## src/rtl/fmet_pkg.sv

```systemverilog
`timescale 1ns / 1ps
package fmet_pkg;

	// configuration port
	localparam int CFG_IDX_W  = 1;
	localparam int CFG_DATA_W = 15;
	localparam int CHUNK_W    = 15;
	localparam int LIMIT_W    = 8;

	localparam logic [CFG_IDX_W-1:0] REG_CHUNK_STEPS = 1'b0;
	localparam logic [CFG_IDX_W-1:0] REG_ERROR_LIMIT = 1'b1;

	localparam logic [CHUNK_W-1:0] CHUNK_STEPS_RST = 15'd179;
	localparam logic [LIMIT_W-1:0] ERROR_LIMIT_RST = 8'd17;

	// command codes
	localparam logic [1:0] CMD_CHUNK = 2'd0;
	localparam logic [1:0] CMD_START = 2'd1;
	localparam logic [1:0] CMD_STOP  = 2'd2;
	localparam logic [1:0] CMD_NOP   = 2'd3;

	// measurement constants
	localparam logic [15:0] DY_LOW_START = 16'd200;
	localparam logic [7:0]  ERR_SAT      = 8'd255;

	// classified item, front to back
	typedef struct packed {
		logic [1:0]  cmd;
		logic        fwd;
		logic        dy_neg;
		logic        dy_pos;
		logic        half_over;
		logic        full_chunk;
		logic [15:0] step;
		logic [15:0] dy;
		logic [7:0]  shutter;
		logic        ok;
		logic [7:0]  skip;
	} cls_t;

	// one result transaction
	typedef struct packed {
		logic [7:0]  err_count;
		logic        runout;
		logic        sensor_fault;
		logic [7:0]  sample_count;
		logic [15:0] step_sum;
		logic [15:0] dy_sum;
		logic [15:0] error_sum;
		logic [7:0]  error_max;
		logic [15:0] dy_min;
		logic [15:0] dy_max;
		logic [15:0] shutter_sum;
	} res_t;

endpackage

```

## src/rtl/filament_motion_error_tracker.sv

```systemverilog
`timescale 1ns / 1ps
// Filament motion error tracker: one transaction per command (chunk event, start or stop
// measurement, or no-op) and exactly one result transaction per command, in order,
// carrying the error counter, the runout and sensor fault flags and all measurement
// accumulators as they stand after that command. Throughput is one transaction per
// clock while neither side stalls; an accepted command waits in the command queue and
// its result appears on the result side once it is applied, ready to be popped.
// The front classifies each command into a two-entry command queue, the back applies
// it to the tracker state and parks the result in a two-entry result queue, so up to
// four transactions may be in flight and each side stalls on its own.
// Configuration writes are always ready and must only be issued while nothing is in
// flight.
module filament_motion_error_tracker
	import fmet_pkg::*;
(
	input  logic                  clk,
	input  logic                  arst_n,
	// configuration write channel
	input  logic                  cfg_valid,
	output logic                  cfg_ready,
	input  logic [CFG_IDX_W-1:0]  cfg_index,
	input  logic [CFG_DATA_W-1:0] cfg_data,
	// command side
	input  logic                  push,
	output logic                  full,
	input  logic [1:0]            cmd,
	input  logic signed [15:0]    step_count,
	input  logic signed [15:0]    delta_y,
	input  logic [7:0]            shutter,
	input  logic                  sensor_ok,
	input  logic [7:0]            skip_chunks,
	// result side
	output logic                  empty,
	input  logic                  pop,
	output logic [7:0]            err_count,
	output logic                  runout,
	output logic                  sensor_fault,
	output logic [7:0]            sample_count,
	output logic [15:0]           step_sum,
	output logic [15:0]           dy_sum,
	output logic [15:0]           error_sum,
	output logic [7:0]            error_max,
	output logic [15:0]           dy_min,
	output logic [15:0]           dy_max,
	output logic [15:0]           shutter_sum
);

	// configuration registers
	logic [CHUNK_W-1:0] chunk_steps_q;
	logic [LIMIT_W-1:0] error_limit_q;

	// front to queue to back
	cls_t cls;
	cls_t q_item;
	logic q_valid;
	logic q_take;
	logic push_ok;
	res_t res;

	// transactions accepted but not yet delivered
	logic [2:0] inflight_q;

	assign cfg_ready = 1'b1;
	assign push_ok   = push && !full;

	always_ff @(posedge clk or negedge arst_n) begin
		if (!arst_n) begin
			chunk_steps_q <= CHUNK_STEPS_RST;
			error_limit_q <= ERROR_LIMIT_RST;
		end else if (cfg_valid && cfg_ready) begin
			unique case (cfg_index)
				REG_CHUNK_STEPS: chunk_steps_q <= cfg_data[CHUNK_W-1:0];
				REG_ERROR_LIMIT: error_limit_q <= cfg_data[LIMIT_W-1:0];
				default: begin
				end
			endcase
		end
	end

	// decode and flag each incoming command
	fmet_front u_front (
		.cmd         (cmd),
		.step_count  (step_count),
		.delta_y     (delta_y),
		.shutter     (shutter),
		.sensor_ok   (sensor_ok),
		.skip_chunks (skip_chunks),
		.chunk_steps (chunk_steps_q),
		.cls         (cls)
	);

	// decoupling queue between front and back
	fmet_cmdq u_cmdq (
		.clk      (clk),
		.arst_n   (arst_n),
		.wr_en    (push_ok),
		.wr_item  (cls),
		.full     (full),
		.rd_en    (q_take),
		.rd_item  (q_item),
		.rd_valid (q_valid)
	);

	// state update and result queue
	fmet_exec u_exec (
		.clk         (clk),
		.arst_n      (arst_n),
		.item        (q_item),
		.item_valid  (q_valid),
		.item_take   (q_take),
		.error_limit (error_limit_q),
		.pop         (pop),
		.empty       (empty),
		.res         (res)
	);

	assign err_count    = res.err_count;
	assign runout       = res.runout;
	assign sensor_fault = res.sensor_fault;
	assign sample_count = res.sample_count;
	assign step_sum     = res.step_sum;
	assign dy_sum       = res.dy_sum;
	assign error_sum    = res.error_sum;
	assign error_max    = res.error_max;
	assign dy_min       = res.dy_min;
	assign dy_max       = res.dy_max;
	assign shutter_sum  = res.shutter_sum;

	always_ff @(posedge clk or negedge arst_n) begin
		if (!arst_n) begin
			inflight_q <= 3'd0;
		end else if (push_ok && !(pop && !empty)) begin
			inflight_q <= inflight_q + 3'd1;
		end else if (!push_ok && pop && !empty) begin
			inflight_q <= inflight_q - 3'd1;
		end
	end

	// two queues of two entries bound what can be in flight
	assert property (@(posedge clk) disable iff (!arst_n) inflight_q <= 3'd4)
		else $error("more transactions in flight than queue space");

	// a result is only shown for a transaction that was accepted
	assert property (@(posedge clk) disable iff (!arst_n) !empty |-> inflight_q != 3'd0)
		else $error("result shown with nothing in flight");

	// the command queue only fills when both queues hold transactions
	assert property (@(posedge clk) disable iff (!arst_n) full |-> inflight_q >= 3'd2)
		else $error("command queue full with too few transactions in flight");

	// runout on a waiting result agrees with the limit
	assert property (@(posedge clk) disable iff (!arst_n)
		(!empty && runout) |-> (err_count > error_limit_q))
		else $error("runout flagged at or below the error limit");

endmodule

```

## src/rtl/fmet_front.sv

```systemverilog
`timescale 1ns / 1ps
module fmet_front
	import fmet_pkg::*;
(
	input  logic [1:0]         cmd,
	input  logic signed [15:0] step_count,
	input  logic signed [15:0] delta_y,
	input  logic [7:0]         shutter,
	input  logic               sensor_ok,
	input  logic [7:0]         skip_chunks,
	input  logic [CHUNK_W-1:0] chunk_steps,
	output cls_t               cls
);

	logic signed [15:0] half_chunk;

	assign half_chunk = $signed({2'b00, chunk_steps[CHUNK_W-1:1]});

	always_comb begin
		cls.cmd        = cmd;
		cls.fwd        = !step_count[15] && (step_count != 16'sd0);
		cls.dy_neg     = delta_y[15];
		cls.dy_pos     = !delta_y[15] && (delta_y != 16'sd0);
		cls.half_over  = step_count > half_chunk;
		// unsigned compare of the step count against the chunk length
		cls.full_chunk = !step_count[15] && (step_count[CHUNK_W-1:0] == chunk_steps);
		cls.step       = step_count;
		cls.dy         = delta_y;
		cls.shutter    = shutter;
		cls.ok         = sensor_ok;
		cls.skip       = skip_chunks;
	end

endmodule

```

## src/rtl/fmet_cmdq.sv

```systemverilog
`timescale 1ns / 1ps
module fmet_cmdq
	import fmet_pkg::*;
(
	input  logic clk,
	input  logic arst_n,
	input  logic wr_en,
	input  cls_t wr_item,
	output logic full,
	input  logic rd_en,
	output cls_t rd_item,
	output logic rd_valid
);

	cls_t       mem_q [2];
	logic       wr_ptr_q;
	logic       rd_ptr_q;
	logic [1:0] cnt_q;

	assign full     = cnt_q[1];
	assign rd_valid = cnt_q != 2'd0;
	assign rd_item  = mem_q[rd_ptr_q];

	always_ff @(posedge clk) begin
		if (wr_en) begin
			mem_q[wr_ptr_q] <= wr_item;
		end
	end

	always_ff @(posedge clk or negedge arst_n) begin
		if (!arst_n) begin
			wr_ptr_q <= 1'b0;
			rd_ptr_q <= 1'b0;
			cnt_q    <= 2'd0;
		end else begin
			if (wr_en) begin
				wr_ptr_q <= !wr_ptr_q;
			end
			if (rd_en) begin
				rd_ptr_q <= !rd_ptr_q;
			end
			if (wr_en && !rd_en) begin
				cnt_q <= cnt_q + 2'd1;
			end else if (!wr_en && rd_en) begin
				cnt_q <= cnt_q - 2'd1;
			end
		end
	end

endmodule

```

## src/rtl/fmet_exec.sv

```systemverilog
`timescale 1ns / 1ps
module fmet_exec
	import fmet_pkg::*;
(
	input  logic               clk,
	input  logic               arst_n,
	input  cls_t               item,
	input  logic               item_valid,
	output logic               item_take,
	input  logic [LIMIT_W-1:0] error_limit,
	input  logic               pop,
	output logic               empty,
	output res_t               res
);

	// tracker state
	logic [7:0]  cnt_q;
	logic        prev_le0_q;
	logic        meas_q;
	logic        watch_q;
	logic [7:0]  skip_q;
	logic [7:0]  samples_q;
	logic [15:0] steps_q;
	logic [15:0] dsum_q;
	logic [15:0] esum_q;
	logic [7:0]  peak_q;
	logic [15:0] low_q;
	logic [15:0] high_q;
	logic [15:0] shut_q;
	logic        fault_q;

	logic [7:0]  cnt_n;
	logic        prev_le0_n;
	logic        meas_n;
	logic        watch_n;
	logic [7:0]  skip_n;
	logic [7:0]  samples_n;
	logic [15:0] steps_n;
	logic [15:0] dsum_n;
	logic [15:0] esum_n;
	logic [7:0]  peak_n;
	logic [15:0] low_n;
	logic [15:0] high_n;
	logic [15:0] shut_n;
	logic        fault_n;

	logic [8:0]  sat_sum;
	logic [7:0]  cnt_mv;
	logic [16:0] low_avg;
	logic [16:0] high_avg;

	// result queue
	res_t       oq_q [2];
	logic       oq_wr_q;
	logic       oq_rd_q;
	logic [1:0] oq_cnt_q;
	logic       oq_pop;
	res_t       res_n;

	assign empty     = oq_cnt_q == 2'd0;
	assign oq_pop    = pop && !empty;
	assign item_take = item_valid && (!oq_cnt_q[1] || oq_pop);
	assign res       = oq_q[oq_rd_q];

	assign low_avg  = {1'b0, low_q} + {1'b0, item.dy};
	assign high_avg = {1'b0, high_q} + {1'b0, item.dy};

	// counter move on a forward chunk, before any skip clear
	always_comb begin
		sat_sum = 9'd0;
		cnt_mv  = cnt_q;
		if (item.dy_neg) begin
			sat_sum = {1'b0, cnt_q} + ((cnt_q != 8'd0) ? 9'd2 : 9'd1);
			cnt_mv  = sat_sum[8] ? ERR_SAT : sat_sum[7:0];
		end else if (item.dy_pos) begin
			cnt_mv = (cnt_q != 8'd0) ? cnt_q - 8'd1 : cnt_q;
		end else if ((prev_le0_q || cnt_q != 8'd0) && item.half_over) begin
			sat_sum = {1'b0, cnt_q} + 9'd1;
			cnt_mv  = sat_sum[8] ? ERR_SAT : sat_sum[7:0];
		end
	end

	always_comb begin
		cnt_n      = cnt_q;
		prev_le0_n = prev_le0_q;
		meas_n     = meas_q;
		watch_n    = watch_q;
		skip_n     = skip_q;
		samples_n  = samples_q;
		steps_n    = steps_q;
		dsum_n     = dsum_q;
		esum_n     = esum_q;
		peak_n     = peak_q;
		low_n      = low_q;
		high_n     = high_q;
		shut_n     = shut_q;
		fault_n    = fault_q;
		unique case (item.cmd)
			CMD_CHUNK: begin
				fault_n    = fault_q || !item.ok;
				prev_le0_n = !item.dy_pos;
				if (item.fwd) begin
					cnt_n = cnt_mv;
					if (meas_q) begin
						if (skip_q != 8'd0) begin
							skip_n = skip_q - 8'd1;
							cnt_n  = 8'd0;
						end else begin
							if (item.full_chunk) begin
								if (item.dy_pos && low_q > item.dy) begin
									low_n = low_avg[16:1];
								end
								if (!item.dy_neg && high_q < item.dy) begin
									high_n = high_avg[16:1];
								end
							end
							samples_n = samples_q + 8'd1;
							steps_n   = steps_q + item.step;
							if (item.dy_pos) begin
								dsum_n = dsum_q + item.dy;
							end
							if (cnt_mv > cnt_q) begin
								esum_n = esum_q + {8'd0, cnt_mv - cnt_q};
							end
							if (peak_q < cnt_mv) begin
								peak_n = cnt_mv;
							end
							shut_n = shut_q + {8'd0, item.shutter};
						end
					end
				end
			end
			CMD_START: begin
				skip_n    = item.skip;
				samples_n = 8'd0;
				steps_n   = 16'd0;
				dsum_n    = 16'd0;
				esum_n    = 16'd0;
				peak_n    = 8'd0;
				low_n     = DY_LOW_START;
				high_n    = 16'd0;
				shut_n    = 16'd0;
				watch_n   = 1'b0;
				meas_n    = 1'b1;
			end
			CMD_STOP: begin
				meas_n  = 1'b0;
				watch_n = 1'b1;
				cnt_n   = 8'd0;
			end
			default: begin
			end
		endcase
	end

	always_comb begin
		res_n.err_count    = cnt_n;
		res_n.runout       = watch_n && (cnt_n > error_limit);
		res_n.sensor_fault = fault_n;
		res_n.sample_count = samples_n;
		res_n.step_sum     = steps_n;
		res_n.dy_sum       = dsum_n;
		res_n.error_sum    = esum_n;
		res_n.error_max    = peak_n;
		res_n.dy_min       = low_n;
		res_n.dy_max       = high_n;
		res_n.shutter_sum  = shut_n;
	end

	always_ff @(posedge clk or negedge arst_n) begin
		if (!arst_n) begin
			cnt_q      <= 8'd0;
			prev_le0_q <= 1'b1;
			meas_q     <= 1'b0;
			watch_q    <= 1'b1;
			skip_q     <= 8'd0;
			samples_q  <= 8'd0;
			steps_q    <= 16'd0;
			dsum_q     <= 16'd0;
			esum_q     <= 16'd0;
			peak_q     <= 8'd0;
			low_q      <= DY_LOW_START;
			high_q     <= 16'd0;
			shut_q     <= 16'd0;
			fault_q    <= 1'b0;
		end else if (item_take) begin
			cnt_q      <= cnt_n;
			prev_le0_q <= prev_le0_n;
			meas_q     <= meas_n;
			watch_q    <= watch_n;
			skip_q     <= skip_n;
			samples_q  <= samples_n;
			steps_q    <= steps_n;
			dsum_q     <= dsum_n;
			esum_q     <= esum_n;
			peak_q     <= peak_n;
			low_q      <= low_n;
			high_q     <= high_n;
			shut_q     <= shut_n;
			fault_q    <= fault_n;
		end
	end

	always_ff @(posedge clk) begin
		if (item_take) begin
			oq_q[oq_wr_q] <= res_n;
		end
	end

	always_ff @(posedge clk or negedge arst_n) begin
		if (!arst_n) begin
			oq_wr_q  <= 1'b0;
			oq_rd_q  <= 1'b0;
			oq_cnt_q <= 2'd0;
		end else begin
			if (item_take) begin
				oq_wr_q <= !oq_wr_q;
			end
			if (oq_pop) begin
				oq_rd_q <= !oq_rd_q;
			end
			if (item_take && !oq_pop) begin
				oq_cnt_q <= oq_cnt_q + 2'd1;
			end else if (!item_take && oq_pop) begin
				oq_cnt_q <= oq_cnt_q - 2'd1;
			end
		end
	end

endmodule

```

## config.mk

```make
export PLATFORM = sky130hd
export DESIGN_NAME = filament_motion_error_tracker
export DESIGN_NICKNAME = d
export VERILOG_FILES = /design/src/rtl/fmet_pkg.sv /design/src/rtl/filament_motion_error_tracker.sv /design/src/rtl/fmet_front.sv /design/src/rtl/fmet_cmdq.sv /design/src/rtl/fmet_exec.sv
export SDC_FILE = /design/constraint.sdc
export NUM_CORES = 1
export LEC_CHECK = 0
export ABC_AREA = 1
export BUFFER_PORTS_ARGS = -buffer_cell sky130_fd_sc_hd__buf_2
export CAP_MARGIN = 20
export CORE_UTILIZATION = 50
export CTS_BUF_LIST = sky130_fd_sc_hd__clkbuf_4 sky130_fd_sc_hd__clkbuf_8
export CTS_CLUSTER_SIZE = 12
export DETAILED_ROUTE_END_ITERATION = 8
export PLACE_DENSITY = 0.68
export SYNTH_ARGS = -nofsm -noshare
export SYNTH_HDL_FRONTEND = slang
export SYNTH_HIERARCHICAL = 1
export SYNTH_SLANG_ARGS = --single-unit
```

## constraint.sdc

```tcl
create_clock -name clk -period 13.85 [get_ports clk]
set_clock_uncertainty 0.15 [all_clocks]
set_input_delay 0.6925 -clock clk [delete_from_list [all_inputs] [get_ports clk]]
set_output_delay 0.6925 -clock clk [all_outputs]
set_load 0.01 [all_outputs]
```

Word-level counts from Yosys, hierarchy flattened --
Memories as Yosys holds them, arrays and structs flattened. Index checks and enable logic that the tools add are counted. W data, S select, Z words.
Operators by class: multiply operators 0, div/mod/pow operators 0, equality and inequality tests 6, muxes and demuxes 65, $add $sub $neg 16, shift operators 0, magnitude comparators 6, bitwise gates (word level) 1, reductions and logical operators 48
Operator list (count):
- $mux W16 | 24
- $pmux W16 S2 | 6
- $mux W8 | 19
- $pmux W8 S2 | 4
- $add A16 B16 Y17 | 2
- $add A16 B16 Y16 | 2
- $add A16 B8 Y16 | 2
- $reduce_bool A16 Y1 | 2
- $gt A16 B15 Y1 | 1
- $gt A16 B16 Y1 | 1
- $gt A8 B8 Y1 | 2
- $lt A16 B16 Y1 | 1
- $reduce_bool A8 Y1 | 2
- $sub A8 B1 Y8 const B | 2
- $eq A15 B15 Y1 | 1
- $logic_not A1 Y1 | 15
- $logic_and A1 B1 Y1 | 14
- $mux W2 | 5
- $reduce_bool A2 Y1 | 5
- $add A8 B1 Y9 const B | 1
- $add A8 B9 Y9 | 1
- $add A8 B1 Y8 const B | 1
- $lt A8 B8 Y1 | 1
- $reduce_and A2 Y1 | 4
- other kinds (13) | 24
Word-level totals: logic and storage cells 166, bits in writable memories 356, memories 2, register bits 163, input port bits 72, bits in latches 0, ROM bits 0
Memories:
- u_exec.oq_q | depth 2, bits a word 122, rd ports 1, clocked after memory_dff 0, write ports 1, RTL line fmet_exec.sv:53 | res_t oq_q [2];
- u_cmdq.mem_q | depth 2, bits a word 56, rd ports 1, clocked after memory_dff 0, write ports 1, RTL line fmet_cmdq.sv:15 | cls_t mem_q [2];

Depth between registers and ports, before layout --
Gate-level depths: netlist of run 1.
word-level depth 13, gate-level depth with buffers 36

Hierarchy --
Netlist of run 1, hierarchy kept.
By module, submodules not included:
- fmet_exec | instances 1, area an instance 22392.7 um^2, cells an instance 2682
- fmet_cmdq | instances 1, area an instance 4364.2 um^2, cells an instance 198
- fmet_front | instances 1, area an instance 1077.3 um^2, cells an instance 176
- filament_motion_error_tracker | instances 1, area an instance 997.2 um^2, cells an instance 105

Worst setup path after synthesis of run 1 --
No wires, ideal clock.
path kind input -> register, start point input pop, end point memory u_exec/oq_q[1][0] (netlist name), enable pin, path buffers 2, stages on the path 4, library setup time 0.607 ns, data arrival time 6.295 ns, setup slack 6.799 ns, cells stage by stage o21ai_0 clkbuf_1 clkbuf_1 nor2_1
Between the ends: cells in the longest elaborated chain, start to end 5
Ends and longest elaborated chain:
- start, declared | RTL line filament_motion_error_tracker.sv:34 | input logic pop,
- $logic_and A1 B1 Y1 | RTL line fmet_exec.sv:61 | assign oq_pop = pop && !empty;
- $logic_or A1 B1 Y1 | RTL line fmet_exec.sv:62 | assign item_take = item_valid && (!oq_cnt_q[1] || oq_pop);
- $logic_and A1 B1 Y1 | RTL line fmet_exec.sv:62
- $mux W1 | RTL line fmet_exec.sv:205 | if (item_take) begin
- $mux W1 (not written as such) | RTL line fmet_exec.sv:206 | oq_q[oq_wr_q] <= res_n;
- end, declared | RTL line fmet_exec.sv:53
No other way between the ends.

Worst setup path in the final report of run 1 --
start point register u_exec.cnt_q[1], end point memory u_exec/oq_q[1][65] (netlist name) (data pin)
Between the ends: cells in the longest elaborated chain, start to end 13, elaborated cells between the ends (all ways) 21
Ends and longest elaborated chain:
- start, declared | RTL line fmet_exec.sv:17 | logic [7:0] cnt_q;
- start signal, assigned | RTL line fmet_exec.sv:187 | cnt_q <= cnt_n;
- parallel branches: the longest is 8 deep, another holds $add A16 B8 Y16
- $mux W16 * | RTL line fmet_exec.sv:122 | if (cnt_mv > cnt_q) begin
- $mux W16 * | RTL line fmet_exec.sv:105 | if (skip_q != 8'd0) begin
- $mux W16 * | RTL line fmet_exec.sv:104 | if (meas_q) begin
- $mux W16 * | RTL line fmet_exec.sv:102 | if (item.fwd) begin
- $pmux W16 S2 * | RTL line fmet_exec.sv:98 | unique case (item.cmd)
- named net u_exec.esum_n[9] | RTL line fmet_exec.sv:40 | logic [15:0] esum_n;
Mark *: on every way through the listed nets, which the timed path passes.

==> results of run 1 <==
## per-layer routing
layer | vias up | GRT usage (%) | wire (um)
met1 | 10523 | 33.6 | 32800
met3 | 120 | 4.45 | 4430
li1 | 10821 | - | -
met4 | 0 | 10.0 | 2300
met5 | - | 0 | 0
met2 | 664 | 40.7 | 34200
## cells in the final DEF (no fill, tap or decap), drive strengths merged, types with 3 or more instances in the layout
master	count
a21oi	144
nor3	34
clkbuf	125
or2	10
inv	293
dfstp	12
nand4	17
a31oi	12
edfxtp	356
fa	8
o21bai	10
xor2	53
o21a	9
clkinv	29
mux2	56
bufinv	3
o211ai	18
dlygate4sd3	5
dfrtp	151
xnor2	17
nand3	138
a21boi	3
ha	162
a21o	5
o22ai	14
nor2	136
buf	214
nand2	1066
o21ai	238
and2	9
nor4	14
## path summary, 6_finish.rpt
| check | start | endpoint | slack (ns) | depth (start not counted) |
|---|---|---|---|---|
| setup / recovery | u_exec/cnt_q[1] | u_exec/oq_q[1][65] | 7.49 | 34 |
| hold / removal | skip_chunks[2] | u_cmdq/mem_q[0][2] | 0.06 | 1 |
| setup reg to reg | u_exec/cnt_q[1] | u_exec/oq_q[1][65] | 7.49 | 34 |
| hold reg to reg | u_exec/fault_q | u_exec/fault_q | 0.31 | 2 |
| max in group asynchronous | arst_n | u_exec/oq_rd_q | 11.67 | 3 |
| min in group asynchronous | arst_n | u_cmdq/cnt_q[1] | 0.40 | 2 |
## sequential cells by signal (all words and copies together) (netlist names), 2 cells and up
register and cells:
u_cmdq/mem_q 112, u_exec/oq_cnt_q 2, u_exec/low_q 16, u_exec/shut_q 16, chunk_steps_q 15, u_exec/esum_q 16, u_exec/dsum_q 16, u_exec/oq_q 244
u_exec/samples_q 8, error_limit_q 8, u_exec/steps_q 16, u_exec/skip_q 8, u_exec/cnt_q 8, u_cmdq/cnt_q 2, u_exec/high_q 16, u_exec/peak_q 8
## area by class of cell
cell class | instances | area share (%)
multi-input combinational | 2196 | 37.9
clock inverter | 37 | 0.851
timing repair buffer | 219 | 3.74
inverter | 290 | 3.45
sequential | 519 | 46.3
antenna | 2 | 0.0157
tap | 756 | 2.96
clock buffer | 125 | 4.72
## metrics by stage
stage               hold slack (ns)  util, %  setup WS [ns]  cell area (sq um)
floorplan                     0.247        -           6.80              28800
global placement              0.296     53.0           7.60              30000
detailed placement            0.300     53.0           7.56              30000
CTS                         0.00137     56.2           7.53              31900
global route                 0.0218     56.3           6.91              31900
finish                       0.0605     56.3           7.49              31900
## where the power goes
group / internal (W) / switching [W] / leakage, nW
sequential: 0.00229 / 0.000244 / 5.54
combinational: 0.00106 / 0.00226 / 8.21
clock: 0.000763 / 0.000621 / 0.951
## kinds of logic after synthesis
family / Yosys count / share of synthesized area (%)
simple gates: 1428 / 20.3
xor+xnor: 70 / 2.13
other cells: 1 / 0.0130
flops: 519 / 51.3
buf+inv: 446 / 6.88
mux: 56 / 2.58
fa+ha+maj: 170 / 7.59
compound gates: 471 / 9.19
==> run metrics, run 1 <==
status=completed; Final GP Congestion=a little over 0.9; All-Layer GR Usage=between 20% and 30%; Num CTS Buffers=87; slew at the pin closest to its max-slew limit=1.05 ns; I/O Buffers=about 200; filler cell count=~5100; Initial DRT Pass Iterations=5; First DRT Iteration DRCs=approximately 1600; delay-heaviest family, CP=adder cells; Slew HR=a little under a third; Pwr Total=around 0.0072 W; Reg clk slew, reported paths=about 0.060 ns; Distinct cells, synth=68; Crit path required time=approximately 14 ns; largest net degree at the start of global routing=96; Nets=roughly 3600; syn nets=3403; Cell Rows=87; RSZ-0062 raised after global routing=false; vias in the first global route=21746; CP max-delay cell=dfrtp_1; ANT nets after route=0; Post-CTS Hold Fix Bufs=5; top post-synthesis cells by area=edfxtp_1 37%, nand2_1 14%, dfrtp_1 13%; CP max FO=8; max capacitance violation total=0; via count=~22000; core area=56700 sq um; cell count after synthesis=~3200; Die W=~240 um; fin. max-slew vios=0; share of layout cells above drive strength 1=15.1%; Power Dens Cells=227 nW/um^2; CTS Buffer Depth=3; final hold violation count=0; VDD IR-drop max=just under 0.2 mV; Post-synth ARST share=a little under a third; area of the multi-input gates=between 10000 and 15000 sq um; Synth area leader=edfxtp_1; synthesized area=28800 sq um; Worst Setup End Kind=flip-flop; Area Overhead vs Synth=10.7%; FMAX=0.157 GHz; main flop type after synthesis=edfxtp_1; critical path's largest stage delay=about 0.52 ns; Synth top area share=37.1%; post-synthesis sequential area ratio=between 50 and 60%; mean post-synth cell area=9.12 sq um; sum of buffers and inverters on the critical path=6; Die Ht=around 240 um; final setup fails=0; DR vias/cell=5.34; crit path DAT=~6.6 ns; global route overflow=0; worst hold path class=primary input to flip-flop; cts repair resizes=0; H-tree levels=3; CP dominant cell by count=nand2_1; post-CTS setup buffers=0; DRC=0; startpoint types=flip-flop; most frequent cell after synthesis=nand2_1; Final period util=45.9%; drt total wl=~74000 um; Initial Util=about half; clock root cell=clkbuf_8; routed len/inst=about 18 um; leakage power=14.7 nW; YS warnings=6; Reg area=14800 sq um; #FFs+latches synth=a little over 500; initial antenna violation count=2; min Tclk post-route=approximately 6.4 ns; TNS Setup=0 ns; final cell count without fillers=between 4000 and 5000; clk sink count=~520; EDFF count, synth=roughly 360; hpwl dp=between 50000 and 60000 um; Clk Latency, worst-skew pair=just under 0.7 ns; num ports=about 200; die area=between 50000 and 60000 sq um; Placed Cells incl. Taps=3973; Synth top cells by count=1053 x nand2_1, 356 x edfxtp_1, 271 x inv_1; TritonCTS clock tree=done; Crit Path Category=flip-flop to flip-flop; first-pass GRT wire length=around 120000 um
Power figures use the tool's default switching activity.
==> inputs of run 2 (changes only) <==
Settings changed: PLACE_DENSITY 0.68 to 0.71.
Clock period 13.85 ns to 5.5 ns, I/O delays scaled along.
==> run 2 against run 1 <==
  * Sequential cell count did not move
  * Sequential power grew 150%
  * Final cell count is 2.8% higher
  * Register-to-register slack worse by 7.1 ns
  * Total power rose to 2.6 times the previous value
  * Setup slack worse by 7.1 ns
  * Via count shrank 0.36%
  * Critical path type unchanged
  * Largest power group unchanged
==> run metrics, run 2 (synthesis results as in run 1) <==
die area=about 59000 sq um; Die Ht=~240 um; TritonCTS clock tree=done; Reg clk slew, reported paths=~0.06 ns; Pwr Total=about 0.019 W; Num CTS Buffers=86; CP dominant cell by count=inv_1; Slew HR=around 28%; final hold violation count=0; clock root cell=clkbuf_8; All-Layer GR Usage=approximately a quarter; H-tree levels=3; Cell Rows=slightly below 90; hpwl dp=49100 um; commonest non-fill, non-tap cells in the layout=1051 x nand2_1, 356 x edfxtp_1, 269 x inv_1; Final period util=between 90% and 100%; vias in the first global route=about 21000; Area Overhead vs Synth=14.9%; share of layout cells above drive strength 1=between 10% and 20%; core area=~57000 sq um; Initial DRT Pass Iterations=8; filler cell count=about 4900; first-pass GRT wire length=roughly 110000 um; CP max-delay cell=fa_1; final setup fails=0; biggest regs=u_exec/oq_q: 244 flops, u_cmdq/mem_q: 112 flops; slew at the pin closest to its max-slew limit=1.08 ns; critical path's largest stage delay=around 0.4 ns; Setup crit start=u_exec/cnt_q[0]; drt total wl=just over 70000 um; num ports=between 150 and 200; max capacitance violation total=0; global route overflow=0; leakage power=15.2 nW; startpoint types=flip-flop; Clk Latency, worst-skew pair=roughly 0.7 ns; First DRT Iteration DRCs=1368; reg-to-reg startpoint=u_exec/cnt_q[0]; Die W=~240 um; DRC=0; Crit path required time=around 5.8 ns; I/O Buffers=about 200; largest net degree at the start of global routing=154; number of flip-flops in the largest register=between 200 and 250; Worst Setup End Kind=flip-flop; DR vias/cell=just over 5; initial antenna violation count=0; Initial Util=between 50 and 60%; FMAX=slightly below 0.2 GHz; commonest non-fill, non-tap cell in the layout=nand2_1; final cell count without fillers=4260; clk sink count=519; VDD IR-drop max=between 0.3 and 0.4 mV; ANT nets after route=0; crit path DAT=5.37 ns; status=completed; routed len/inst=roughly 17 um; min Tclk post-route=just over 5 ns; Nets=3672; Biggest register=u_exec/oq_q; Crit Path Category=flip-flop to flip-flop; worst hold path class=primary input to asynchronous set/reset pin; fin. max-slew vios=0; CP max FO=6; Placed Cells incl. Taps=4007; CTS Buffer Depth=3; Final GP Congestion=between 0.9 and 1; via count=roughly 22000; TNS Setup=0 ns; Power Dens Cells=~560 nW/um^2
run 2: worst max-delay path: cells and delay by family (launching register included):
family          cells  cell delay (ns)
simple gates       12             1.00
xor+xnor            1             0.15
compound gates      9             1.11
fa+ha+maj           5             1.41
buf+inv             8             0.68
flops               1             0.35
run 2: layout make-up:
class | count | area (sq um) | share of cell area [%]
repair buffers | 337 | 2320 | 7.00
clock inverters | 39 | 308 | 0.929
diodes | 1 | 2.50 | 0.00755
multi-input cells | 2196 | 12200 | 36.8
clock buffers | 122 | 1490 | 4.48
flip-flops and latches | 519 | 14800 | 44.6
inverters | 290 | 1100 | 3.33
well taps | 756 | 946 | 2.85
run 2: final timing paths:
path / slack [ns] / to / cells after the start
worst min-delay path: 0.11 / error_limit_q[3] / 3
worst min register to register: 0.31 / u_exec/fault_q / 2
worst max-delay path: 0.39 / u_exec/oq_q[1][65] / 35
min in group clk: 0.17 / u_cmdq/mem_q[1][16] / 2
worst max register to register: 0.39 / u_exec/oq_q[1][65] / 35
max in group asynchronous: 4.25 / u_cmdq/rd_ptr_q / 3
run 2: power by group:
| group | switching, W | leakage [nW] | internal (W) | total (W) |
|---|---|---|---|---|
| combinational | 0.00578 | 8.73 | 0.00292 | 0.00870 |
| clock | 0.00159 | 0.959 | 0.00191 | 0.00350 |
| sequential | 0.000556 | 5.54 | 0.00576 | 0.00631 |
| total | 0.00792 | 15.2 | 0.0106 | 0.0185 |
run 2: routing by layer:
layer,track usage [%],vias up,part of all wire [%]
li1,-,11034,-
met1,33.5,10272,46
met2,38.9,597,46
met3,4.25,146,5.4
met4,9.21,0,3.3
met5,0,-,0
run 2: per-stage QoR:
stage | area (sq um) | hold slack [ns] | setup WS [ns] | utilization, %
2_1_floorplan | 28800 | -0.171 | 0.148 | -
3_3_place_gp | 30400 | -0.0550 | 0.0938 | 53.5
3_5_place_dp | 30400 | -0.0552 | 0.0454 | 53.5
4_1_cts | 33000 | 0.0906 | 0.0217 | 58.3
5_1_grt | 33100 | 0.123 | -0.0456 | 58.4
6_report | 33100 | 0.113 | 0.385 | 58.4
run 2: what timing repair did:
action                                  CTS  global route
gates resized for setup                   0            22
buffers inserted                          0             2
endpoints found under the setup margin    0            38
endpoints found under the hold margin   300             0
hold buffers                             89             0
